### config.mk
export PLATFORM = sky130hd
export DESIGN_NAME = channel_to_memory_word_bridge_unit
export DESIGN_NICKNAME = d
export VERILOG_FILES = /design/src/sv/cmwb_pkg.sv /design/src/sv/cmwb_front.sv /design/src/sv/cmwb_back.sv /design/src/sv/cmwb_outq.sv /design/src/sv/channel_to_memory_word_bridge_unit.sv
export SDC_FILE = /design/constraint.sdc
export NUM_CORES = 1
export LEC_CHECK = 0
export BUFFER_PORTS_ARGS = -buffer_cell sky130_fd_sc_hd__buf_2
export CORE_UTILIZATION = 50
export CTS_BUF_LIST = sky130_fd_sc_hd__clkbuf_16
export DETAILED_ROUTE_END_ITERATION = 10
export GPL_TIMING_DRIVEN = 0
export PLACE_DENSITY = 0.68
export SLEW_MARGIN = 10
export SYNTH_ARGS = -nofsm -noshare
export SYNTH_HDL_FRONTEND = slang
export SYNTH_SLANG_ARGS = --single-unit
### constraint.sdc
create_clock -name clk -period 11 [get_ports clk]
set_input_delay 1.1 -clock clk [delete_from_list [all_inputs] [get_ports clk]]
set_output_delay 1.1 -clock clk [all_outputs]
set_load 0.01 [all_outputs]
### src/sv/cmwb_pkg.sv
// Package with types and constants shared by the channel to memory word bridge.
`timescale 1ns / 1ps
package cmwb_pkg;

  localparam int BYTES_PER_WORD = 5;
  localparam int IDX_W = $clog2(BYTES_PER_WORD + 1);

  localparam int IN_Q_DEPTH = 4;
  localparam int IN_Q_PTR_W = $clog2(IN_Q_DEPTH);
  localparam int OUT_Q_DEPTH = 2;
  localparam int OUT_Q_PTR_W = $clog2(OUT_Q_DEPTH);

  localparam logic [11:0] FN_READ = 12'o5001;
  localparam logic [11:0] FN_WRITE = 12'o5002;
  localparam logic [11:0] FN_STATUS = 12'o5004;
  localparam logic [11:0] FN_CLEAR = 12'o5010;

  localparam logic [5:0] ST_ABORT = 6'o01;
  localparam logic [5:0] ST_ACCEPT = 6'o02;

  localparam int BIT_READ_ONE = 21;
  localparam int BIT_FLAG = 23;

  typedef enum logic [1:0] {
    ACT_FUNCTION = 2'd0,
    ACT_BYTE     = 2'd1,
    ACT_POLL     = 2'd2,
    ACT_REPLY    = 2'd3
  } action_t;

  typedef enum logic [2:0] {
    K_FN_READ   = 3'd0,
    K_FN_WRITE  = 3'd1,
    K_FN_STATUS = 3'd2,
    K_FN_CLEAR  = 3'd3,
    K_FN_BAD    = 3'd4,
    K_BYTE      = 3'd5,
    K_POLL      = 3'd6,
    K_REPLY     = 3'd7
  } item_kind_t;

  typedef enum logic [1:0] {
    MODE_IDLE   = 2'd0,
    MODE_READ   = 2'd1,
    MODE_WRITE  = 2'd2,
    MODE_STATUS = 2'd3
  } mode_t;

  typedef enum logic [1:0] {
    RK_FUNC_REPLY = 2'd0,
    RK_HOST_BYTE  = 2'd1,
    RK_MEM_REQ    = 2'd2,
    RK_DEACTIVATE = 2'd3
  } result_kind_t;

  typedef enum logic [1:0] {
    RC_ACCEPTED  = 2'd0,
    RC_PROCESSED = 2'd1,
    RC_DECLINED  = 2'd2
  } reply_code_t;

  typedef enum logic [1:0] {
    OP_READ  = 2'd0,
    OP_WRITE = 2'd1,
    OP_FLAG  = 2'd2
  } mem_op_t;

  typedef struct packed {
    logic [1:0]  action;
    logic [11:0] chan_byte;
    logic        mem_ok;
    logic [59:0] mem_rdata;
  } in_item_t;

  typedef struct packed {
    logic [1:0]  result_kind;
    logic [1:0]  reply_code;
    logic [11:0] out_byte;
    logic        disconnect_after;
    logic [1:0]  mem_op;
    logic [23:0] mem_addr;
    logic [59:0] mem_wdata;
  } out_item_t;

  typedef struct packed {
    item_kind_t  kind;
    logic [11:0] chan_byte;
    logic        mem_ok;
    logic [59:0] mem_rdata;
  } cls_item_t;

endpackage

### src/sv/cmwb_front.sv
// Front end: accepts input items, classifies them and queues them for the back end.
`timescale 1ns / 1ps
module cmwb_front (
  input  logic                clk,
  input  logic                rst_n,
  input  logic                push,
  output logic                full,
  input  cmwb_pkg::in_item_t  in_item,
  output logic                q_valid,
  input  logic                q_pop,
  output cmwb_pkg::cls_item_t q_item
);

  cmwb_pkg::cls_item_t mem_r [cmwb_pkg::IN_Q_DEPTH];
  logic [cmwb_pkg::IN_Q_PTR_W-1:0] wr_ptr_r, wr_ptr_nxt;
  logic [cmwb_pkg::IN_Q_PTR_W-1:0] rd_ptr_r, rd_ptr_nxt;
  logic [cmwb_pkg::IN_Q_PTR_W:0] count_r, count_nxt;
  cmwb_pkg::cls_item_t cls;
  logic do_push;
  logic do_pop;

  always_comb begin
    cls.chan_byte = in_item.chan_byte;
    cls.mem_ok = in_item.mem_ok;
    cls.mem_rdata = in_item.mem_rdata;
    case (in_item.action)
      cmwb_pkg::ACT_FUNCTION: begin
        case (in_item.chan_byte)
          cmwb_pkg::FN_READ: cls.kind = cmwb_pkg::K_FN_READ;
          cmwb_pkg::FN_WRITE: cls.kind = cmwb_pkg::K_FN_WRITE;
          cmwb_pkg::FN_STATUS: cls.kind = cmwb_pkg::K_FN_STATUS;
          cmwb_pkg::FN_CLEAR: cls.kind = cmwb_pkg::K_FN_CLEAR;
          default: cls.kind = cmwb_pkg::K_FN_BAD;
        endcase
      end
      cmwb_pkg::ACT_BYTE: cls.kind = cmwb_pkg::K_BYTE;
      cmwb_pkg::ACT_POLL: cls.kind = cmwb_pkg::K_POLL;
      default: cls.kind = cmwb_pkg::K_REPLY;
    endcase
  end

  assign full = (count_r == (cmwb_pkg::IN_Q_PTR_W + 1)'(cmwb_pkg::IN_Q_DEPTH));
  assign q_valid = (count_r != '0);
  assign q_item = mem_r[rd_ptr_r];
  assign do_push = push && !full;
  assign do_pop = q_pop && q_valid;

  always_comb begin
    wr_ptr_nxt = do_push ? wr_ptr_r + 1'b1 : wr_ptr_r;
    rd_ptr_nxt = do_pop ? rd_ptr_r + 1'b1 : rd_ptr_r;
    count_nxt = count_r;
    if (do_push && !do_pop) begin
      count_nxt = count_r + 1'b1;
    end else if (do_pop && !do_push) begin
      count_nxt = count_r - 1'b1;
    end
  end

  always_ff @(posedge clk) begin
    if (!rst_n) begin
      wr_ptr_r <= '0;
      rd_ptr_r <= '0;
      count_r <= '0;
    end else begin
      wr_ptr_r <= wr_ptr_nxt;
      rd_ptr_r <= rd_ptr_nxt;
      count_r <= count_nxt;
    end
  end

  always_ff @(posedge clk) begin
    if (do_push) begin
      mem_r[wr_ptr_r] <= cls;
    end
  end

endmodule

### src/sv/cmwb_back.sv
// Back end: carries out queued items against the bridge state and forms results.
`timescale 1ns / 1ps
module cmwb_back (
  input  logic                clk,
  input  logic                rst_n,
  input  logic                q_valid,
  input  cmwb_pkg::cls_item_t q_item,
  output logic                q_pop,
  input  logic                res_full,
  output logic                res_valid,
  output cmwb_pkg::out_item_t res_item
);

  localparam logic [cmwb_pkg::IDX_W-1:0] BPW =
    cmwb_pkg::IDX_W'(cmwb_pkg::BYTES_PER_WORD);

  cmwb_pkg::mode_t mode_r, mode_nxt;
  logic [59:0] buf_r, buf_nxt;
  logic [23:0] addr_r, addr_nxt;
  logic [1:0] abs_r, abs_nxt;
  logic [cmwb_pkg::IDX_W-1:0] idx_r, idx_nxt;
  logic fetch_r, fetch_nxt;
  logic await_r, await_nxt;
  logic [5:0] status_r, status_nxt;
  logic disc_r, disc_nxt;
  logic fire;

  assign fire = q_valid && !res_full;
  assign q_pop = fire;

  always_comb begin
    logic send;
    logic [cmwb_pkg::IDX_W-1:0] idx_inc;
    mode_nxt = mode_r;
    buf_nxt = buf_r;
    addr_nxt = addr_r;
    abs_nxt = abs_r;
    idx_nxt = idx_r;
    fetch_nxt = fetch_r;
    await_nxt = await_r;
    status_nxt = status_r;
    disc_nxt = disc_r;
    res_valid = 1'b0;
    res_item = '0;
    send = 1'b0;
    case (q_item.kind)
      cmwb_pkg::K_FN_READ, cmwb_pkg::K_FN_WRITE, cmwb_pkg::K_FN_STATUS: begin
        abs_nxt = '0;
        idx_nxt = '0;
        addr_nxt = '0;
        fetch_nxt = 1'b0;
        await_nxt = 1'b0;
        disc_nxt = 1'b0;
        if (q_item.kind == cmwb_pkg::K_FN_READ) begin
          mode_nxt = cmwb_pkg::MODE_READ;
        end else if (q_item.kind == cmwb_pkg::K_FN_WRITE) begin
          mode_nxt = cmwb_pkg::MODE_WRITE;
        end else begin
          mode_nxt = cmwb_pkg::MODE_STATUS;
        end
        res_valid = 1'b1;
        res_item.result_kind = cmwb_pkg::RK_FUNC_REPLY;
        res_item.reply_code = cmwb_pkg::RC_ACCEPTED;
      end
      cmwb_pkg::K_FN_CLEAR: begin
        mode_nxt = cmwb_pkg::MODE_IDLE;
        status_nxt = cmwb_pkg::ST_ACCEPT;
        await_nxt = 1'b0;
        disc_nxt = 1'b0;
        res_valid = 1'b1;
        res_item.result_kind = cmwb_pkg::RK_FUNC_REPLY;
        res_item.reply_code = cmwb_pkg::RC_PROCESSED;
      end
      cmwb_pkg::K_FN_BAD: begin
        res_valid = 1'b1;
        res_item.result_kind = cmwb_pkg::RK_FUNC_REPLY;
        res_item.reply_code = cmwb_pkg::RC_DECLINED;
      end
      cmwb_pkg::K_REPLY: begin
        if (await_r) begin
          await_nxt = 1'b0;
          if (mode_r == cmwb_pkg::MODE_WRITE) begin
            if (q_item.mem_ok) begin
              idx_nxt = '0;
              addr_nxt = addr_r + 24'd1;
            end else begin
              status_nxt = cmwb_pkg::ST_ABORT;
              res_valid = 1'b1;
              res_item.result_kind = cmwb_pkg::RK_DEACTIVATE;
            end
          end else if (mode_r == cmwb_pkg::MODE_READ) begin
            if (q_item.mem_ok) begin
              status_nxt = cmwb_pkg::ST_ACCEPT;
            end else begin
              status_nxt = cmwb_pkg::ST_ABORT;
              disc_nxt = 1'b1;
            end
            idx_nxt = '0;
            if (fetch_r) begin
              if (q_item.mem_ok) begin
                buf_nxt = q_item.mem_rdata;
              end
              fetch_nxt = 1'b0;
              send = 1'b1;
            end else begin
              buf_nxt = '0;
            end
          end
        end
      end
      default: begin
        if (!await_r) begin
          if (mode_r == cmwb_pkg::MODE_STATUS) begin
            if (q_item.kind == cmwb_pkg::K_POLL) begin
              mode_nxt = cmwb_pkg::MODE_IDLE;
              res_valid = 1'b1;
              res_item.result_kind = cmwb_pkg::RK_HOST_BYTE;
              res_item.out_byte = {6'd0, status_r};
            end
          end else if (mode_r != cmwb_pkg::MODE_IDLE) begin
            if (abs_r != 2'd2) begin
              if (q_item.kind == cmwb_pkg::K_BYTE) begin
                addr_nxt = {addr_r[11:0], q_item.chan_byte};
                abs_nxt = abs_r + 2'd1;
                if (abs_r == 2'd1 && mode_r == cmwb_pkg::MODE_READ) begin
                  if (addr_nxt[cmwb_pkg::BIT_FLAG]) begin
                    fetch_nxt = 1'b0;
                    await_nxt = 1'b1;
                    res_valid = 1'b1;
                    res_item.result_kind = cmwb_pkg::RK_MEM_REQ;
                    res_item.mem_op = cmwb_pkg::OP_FLAG;
                    res_item.mem_addr = addr_nxt;
                  end else begin
                    fetch_nxt = 1'b1;
                  end
                end
              end
            end else if (mode_r == cmwb_pkg::MODE_READ) begin
              if (q_item.kind == cmwb_pkg::K_POLL) begin
                if (fetch_r) begin
                  await_nxt = 1'b1;
                  res_valid = 1'b1;
                  res_item.result_kind = cmwb_pkg::RK_MEM_REQ;
                  res_item.mem_op = cmwb_pkg::OP_READ;
                  res_item.mem_addr = addr_r;
                end else begin
                  send = 1'b1;
                end
              end
            end else if (q_item.kind == cmwb_pkg::K_BYTE) begin
              status_nxt = cmwb_pkg::ST_ACCEPT;
              buf_nxt = {buf_r[47:0], q_item.chan_byte};
              if (idx_r < BPW) begin
                idx_nxt = idx_r + 1'b1;
                if (idx_nxt == BPW) begin
                  await_nxt = 1'b1;
                  res_valid = 1'b1;
                  res_item.result_kind = cmwb_pkg::RK_MEM_REQ;
                  res_item.mem_op = cmwb_pkg::OP_WRITE;
                  res_item.mem_addr = addr_r;
                  res_item.mem_wdata = buf_nxt;
                end
              end
            end
          end
        end
      end
    endcase
    if (send) begin
      idx_inc = idx_nxt + 1'b1;
      res_valid = 1'b1;
      res_item.result_kind = cmwb_pkg::RK_HOST_BYTE;
      res_item.out_byte = buf_nxt[59:48];
      buf_nxt = {buf_nxt[47:0], 12'd0};
      if (idx_inc >= BPW) begin
        if (addr_r[cmwb_pkg::BIT_READ_ONE] || addr_r[cmwb_pkg::BIT_FLAG]) begin
          disc_nxt = 1'b1;
        end
        fetch_nxt = 1'b1;
        idx_nxt = '0;
        addr_nxt = addr_r + 24'd1;
      end else begin
        idx_nxt = idx_inc;
      end
      res_item.disconnect_after = disc_nxt;
      disc_nxt = 1'b0;
    end else begin
      idx_inc = '0;
    end
  end

  always_ff @(posedge clk) begin
    if (!rst_n) begin
      mode_r <= cmwb_pkg::MODE_IDLE;
      buf_r <= '0;
      addr_r <= '0;
      abs_r <= '0;
      idx_r <= '0;
      fetch_r <= 1'b0;
      await_r <= 1'b0;
      status_r <= cmwb_pkg::ST_ACCEPT;
      disc_r <= 1'b0;
    end else if (fire) begin
      mode_r <= mode_nxt;
      buf_r <= buf_nxt;
      addr_r <= addr_nxt;
      abs_r <= abs_nxt;
      idx_r <= idx_nxt;
      fetch_r <= fetch_nxt;
      await_r <= await_nxt;
      status_r <= status_nxt;
      disc_r <= disc_nxt;
    end
  end

endmodule

### src/sv/cmwb_outq.sv
// Result queue: holds finished result items until the consumer pops them.
`timescale 1ns / 1ps
module cmwb_outq (
  input  logic                clk,
  input  logic                rst_n,
  input  logic                wr_valid,
  input  logic                wr_en,
  input  cmwb_pkg::out_item_t wr_item,
  output logic                q_full,
  output logic                empty,
  input  logic                pop,
  output cmwb_pkg::out_item_t out_item
);

  cmwb_pkg::out_item_t mem_r [cmwb_pkg::OUT_Q_DEPTH];
  logic [cmwb_pkg::OUT_Q_PTR_W-1:0] wr_ptr_r, wr_ptr_nxt;
  logic [cmwb_pkg::OUT_Q_PTR_W-1:0] rd_ptr_r, rd_ptr_nxt;
  logic [cmwb_pkg::OUT_Q_PTR_W:0] count_r, count_nxt;
  logic do_push;
  logic do_pop;

  assign q_full = (count_r == (cmwb_pkg::OUT_Q_PTR_W + 1)'(cmwb_pkg::OUT_Q_DEPTH));
  assign empty = (count_r == '0);
  assign out_item = mem_r[rd_ptr_r];
  assign do_push = wr_en && wr_valid;
  assign do_pop = pop && !empty;

  always_comb begin
    wr_ptr_nxt = do_push ? wr_ptr_r + 1'b1 : wr_ptr_r;
    rd_ptr_nxt = do_pop ? rd_ptr_r + 1'b1 : rd_ptr_r;
    count_nxt = count_r;
    if (do_push && !do_pop) begin
      count_nxt = count_r + 1'b1;
    end else if (do_pop && !do_push) begin
      count_nxt = count_r - 1'b1;
    end
  end

  always_ff @(posedge clk) begin
    if (!rst_n) begin
      wr_ptr_r <= '0;
      rd_ptr_r <= '0;
      count_r <= '0;
    end else begin
      wr_ptr_r <= wr_ptr_nxt;
      rd_ptr_r <= rd_ptr_nxt;
      count_r <= count_nxt;
    end
  end

  always_ff @(posedge clk) begin
    if (do_push) begin
      mem_r[wr_ptr_r] <= wr_item;
    end
  end

endmodule

### src/sv/channel_to_memory_word_bridge_unit.sv
// Top level of the channel to memory word bridge.
// The bridge takes one item per clock cycle while full is low. An accepted item
// lands in a four-entry input queue; the back end carries out one item per cycle
// from it while the result queue is not full, writing any result to a two-entry
// result queue; an item is registered in the input queue, its result then in
// the result queue. One back-end state update per cycle sets the rate; full rises
// only when the result side has stalled long enough to fill both queues.
`timescale 1ns / 1ps
module channel_to_memory_word_bridge_unit (
  input  logic                clk,
  input  logic                rst_n,
  input  logic                push,
  output logic                full,
  input  cmwb_pkg::in_item_t  in_item,
  output logic                empty,
  input  logic                pop,
  output cmwb_pkg::out_item_t out_item
);

  logic q_valid;
  logic q_pop;
  cmwb_pkg::cls_item_t q_item;
  logic res_valid;
  logic res_full;
  cmwb_pkg::out_item_t res_item;

  cmwb_front u_front (
    .clk     (clk),
    .rst_n   (rst_n),
    .push    (push),
    .full    (full),
    .in_item (in_item),
    .q_valid (q_valid),
    .q_pop   (q_pop),
    .q_item  (q_item)
  );

  cmwb_back u_back (
    .clk       (clk),
    .rst_n     (rst_n),
    .q_valid   (q_valid),
    .q_item    (q_item),
    .q_pop     (q_pop),
    .res_full  (res_full),
    .res_valid (res_valid),
    .res_item  (res_item)
  );

  cmwb_outq u_outq (
    .clk      (clk),
    .rst_n    (rst_n),
    .wr_valid (res_valid),
    .wr_en    (q_pop),
    .wr_item  (res_item),
    .q_full   (res_full),
    .empty    (empty),
    .pop      (pop),
    .out_item (out_item)
  );

endmodule
==> flow_metrics.tcl <==
set metrics [dict create \
    worst-r2r-cell-count 16 \
    netlist_instances 1892 \
    final_cell_mix "edfxtp_1, buf_2, nor2_1, dfxtp_1, mux2_2" \
    grt_pass1_wl_um 105900 \
    fin_crit_sh 0.3997 \
    cp_cell_sequence "buf_2 -> buf_1 -> mux2i_1 -> o221ai_1 -> a31oi_4 -> a21boi_0 -> ha_1 -> or2_2 -> a311oi_1 -> a21bo_2 -> o211a_1 -> buf_6 -> buf_6 -> nor3_1 -> a21oi_1 -> o22ai_1" \
    whs_ns 0.4815 \
    maxCapViolCount 0 \
    fin_tns_setup_ns 0 \
    firstDrtPassIters 6 \
    yosys_register_bits 620 \
    cts_hold_buf 0 \
    regArea_sq_mm 0.01752 \
    setup-violations-final 0 \
    clock_sinks 620 \
    arrival_ns 4.91 \
    cts_tree "done" \
    p_sw_frac 0.3222 \
    place_hpwl_um 49820 \
    core-area_sq_mm 0.05266 \
    grt-ovfl-total 0 \
    dr.first_iter.drc_count 1935 \
    power_frac_comb 0.298 \
    syn_avg_cell_area_sq_um 14.11 \
    grt_pass1_vias 17030 \
    wl_met2_um 33910 \
    grt_usage 0.2658 \
    worstHoldPathType "reg2reg" \
    hold_end "u_back.buf_r[58]" \
    via_count 17496 \
    die_area_sq_mm 0.05431 \
    cts_root_buffer "clkbuf_16" \
    utilization 0.5861 \
    ant_nets 0 \
    fin_skew_ns 0.03602 \
    outcome "finished, final reports clean" \
    min_path_cells 2 \
    vias_per_cell 6.048 \
    die_h_um 233.1 \
    worst_pin_slew_ns 1.001 \
    critPathMaxFanout 10 \
    wl_met3_um 5662 \
    async_flop_share 0 \
    num_rows 84 \
    numPortBuffers 183 \
    crit_family "compound AO/OA/AOI/OAI gates" \
    final_net_count 2248 \
    slew_headroom 0.3327 \
    instances_no_fill 2893 \
    rsz0062_at_grt "no" \
    place_inst 2773 \
    ir_drop_uv 140.8 \
    worstHoldStart "u_back.buf_r[58]" \
    synth_ff_type "edfxtp_1" \
    yosysSeqAreaShare 0.6563 \
    drc 0 \
    synth_nets 1987 \
    cts_buffers 66 \
    cp-end-kind "flip-flop" \
    synth_warnings 0 \
    post_cts_buffers 0 \
    p_int_uw 5070 \
    wl_met1_um 30030 \
    p_per_area_mw_per_mm2 242.4 \
    cp.required_ns 11.52 \
    max_freq_ghz 0.2274 \
    worstSkewPairLatency_ns 0.62 \
    min_period_ns 4.397 \
    clkPwrFrac 0.291 \
    final_max_slew_viol_count 0 \
    ctsLongestPathBuffers 3 \
    syn_area_sq_mm 0.02669 \
    rrSetupSlack_ns 6.60 \
    pwr-share-seq 0.410 \
    wl_um 71940 \
    synth_edf_count 510 \
    grt_max_degree 43 \
    area_delta_synth_final_pct 15.62 \
    critPathKind "reg2reg" \
    fillers 4126 \
    crit_path_start_kind "flip-flop" \
    power.switching_uw 2410 \
    layout-drive-gt1-share 0.2358 \
    top_layer "met5" \
    worst_path_largest_cell_delay_ns 0.67 \
    cp_slowest_cell "buf_1" \
    cts_resized 0 \
    reg2reg_to "u_back.addr_r[6]" \
    ys_types 76 \
    top_level_ports 184 \
    h-tree-depth 3 \
    timing_hold_violations_final 0 \
    multi_input_area_sq_mm 0.008536 \
    leakagePower_uw 0.01045 \
    diodes 0 \
    antenna_found_initial 6 \
    critPathMostFrequentCell "buf_6" \
    wl_per_cell_um 24.87 \
    path_clk_slew_ns 0.06 \
    worst-path-buf-inv 4 \
    start_util 0.5069 \
    place_congestion 0.9171 \
    die_w_um 233.1 \
    layout_commonest_cell "edfxtp_1" \
]
[final cells by class]
cell class | instances | area share
clock buffers | 69 | 0.05595
repair buffers | 193 | 0.03714
flip-flops and latches | 620 | 0.5676
multi-input cells | 1110 | 0.2766
plain buffers | 139 | 0.01873
well taps | 688 | 0.02789
inverters | 23 | 0.002797
clock inverters | 51 | 0.01330
[worst max-delay path by stage]
stage                                from                  end  slack [ns]  cells past startpoint
after floorplan                 flip-flop   u_outq.mem_r[0][0]        4.05                      9
after CTS                       flip-flop    u_back.addr_r[10]        6.53                     15
after detailed placement        flip-flop    u_back.addr_r[14]        6.56                     15
final                           flip-flop     u_back.addr_r[6]        6.60                     16
after global placement          flip-flop  u_outq.mem_r[1][21]        1.00                      9
after global routing      u_back.abs_r[0]    u_back.addr_r[10]        6.24                     17
[metrics by stage]
stage                     setup WS [ns]  cell area, sq um  total power [uW]
after global placement            1.002             28470              5328
after detailed placement          6.561             28720              5343
final                             6.603             30860              7480
after global routing              6.242             30860              7781
after CTS                         6.535             30860              7521
after floorplan                   4.046             26690              4519
[layer usage]
| layer | vias up | GRT usage |
|---|---|---|
| li1 | 7807 | - |
| met1 | 8692 | 0.3657 |
| met2 | 824 | 0.4212 |
| met3 | 167 | 0.04993 |
| met4 | 6 | 0.09947 |
| met5 | - | 0 |
[Yosys cell counts (all sizes together) (3+ instances only)]
cell,count,area [sq um]
a22oi,20,150.1
or3,5,31.28
nor4,9,56.30
xnor2,5,43.79
nand2,82,307.8
o31ai,4,35.03
or4,3,22.52
o32ai,4,42.55
inv,23,86.33
clkbuf,104,390.4
nor2,164,615.6
o211a,3,30.03
o211ai,3,27.52
edfxtp,510,15310
a22o,22,192.7
o21ai,81,405.4
dfxtp,110,2202
ha,15,187.7
nand2b,6,45.04
buf,35,187.7
a21o,5,37.54
nand4,8,65.06
mux4,76,1712
a211oi,8,65.06
xor2,7,61.31
a21oi,102,518.0
and4,3,28.78
and2,67,419.2
a221oi,55,481.7
and3,10,67.56
nor2b,58,362.9
nand3b,4,30.03
o22ai,30,187.7
a31oi,7,65.06
nor3,18,90.09
a21bo,3,30.03
mux2i,35,350.3
nand3,48,240.2
mux2,108,1216
or2,4,25.02
[state kept, by name (all words and copies together), names as in the netlist, 2 cells and up, named ones only]
register / flops
u_front.wr_ptr_r: 2
u_front.mem_r: 304
u_front.rd_ptr_r: 2
u_back.abs_r: 2
u_outq.mem_r: 206
u_back.buf_r: 60
u_outq.count_r: 2
u_back.idx_r: 3
u_back.addr_r: 24
u_front.count_r: 3
u_back.mode_r: 2
u_back.status_r: 2
[power groups by stage]
stage          Combinational (uW)  Sequential, uW  Clock (uW)
2_1_floorplan                1390            3130           0
3_3_place_gp                 2140            3190           0
3_5_place_dp                 2230            3120           0
4_1_cts                      2240            3070        2210
5_1_grt                      2380            3100        2300
6_report                     2230            3070        2180
[cell families after synthesis]
family,Yosys count,synth area share
compound gates,363,0.09024
mux,219,0.1228
simple gates,500,0.09408
flops,620,0.6563
buf+inv,162,0.02489
xor+xnor,12,0.003938
fa+ha+maj,16,0.007781
[worst min-delay path: stages (launching register included)]
cell and delay [ns]:
dfxtp_1 0.31, nand3_1 0.06, o21ai_0 0.07
Note: power is estimated with default switching activity, not from simulation.
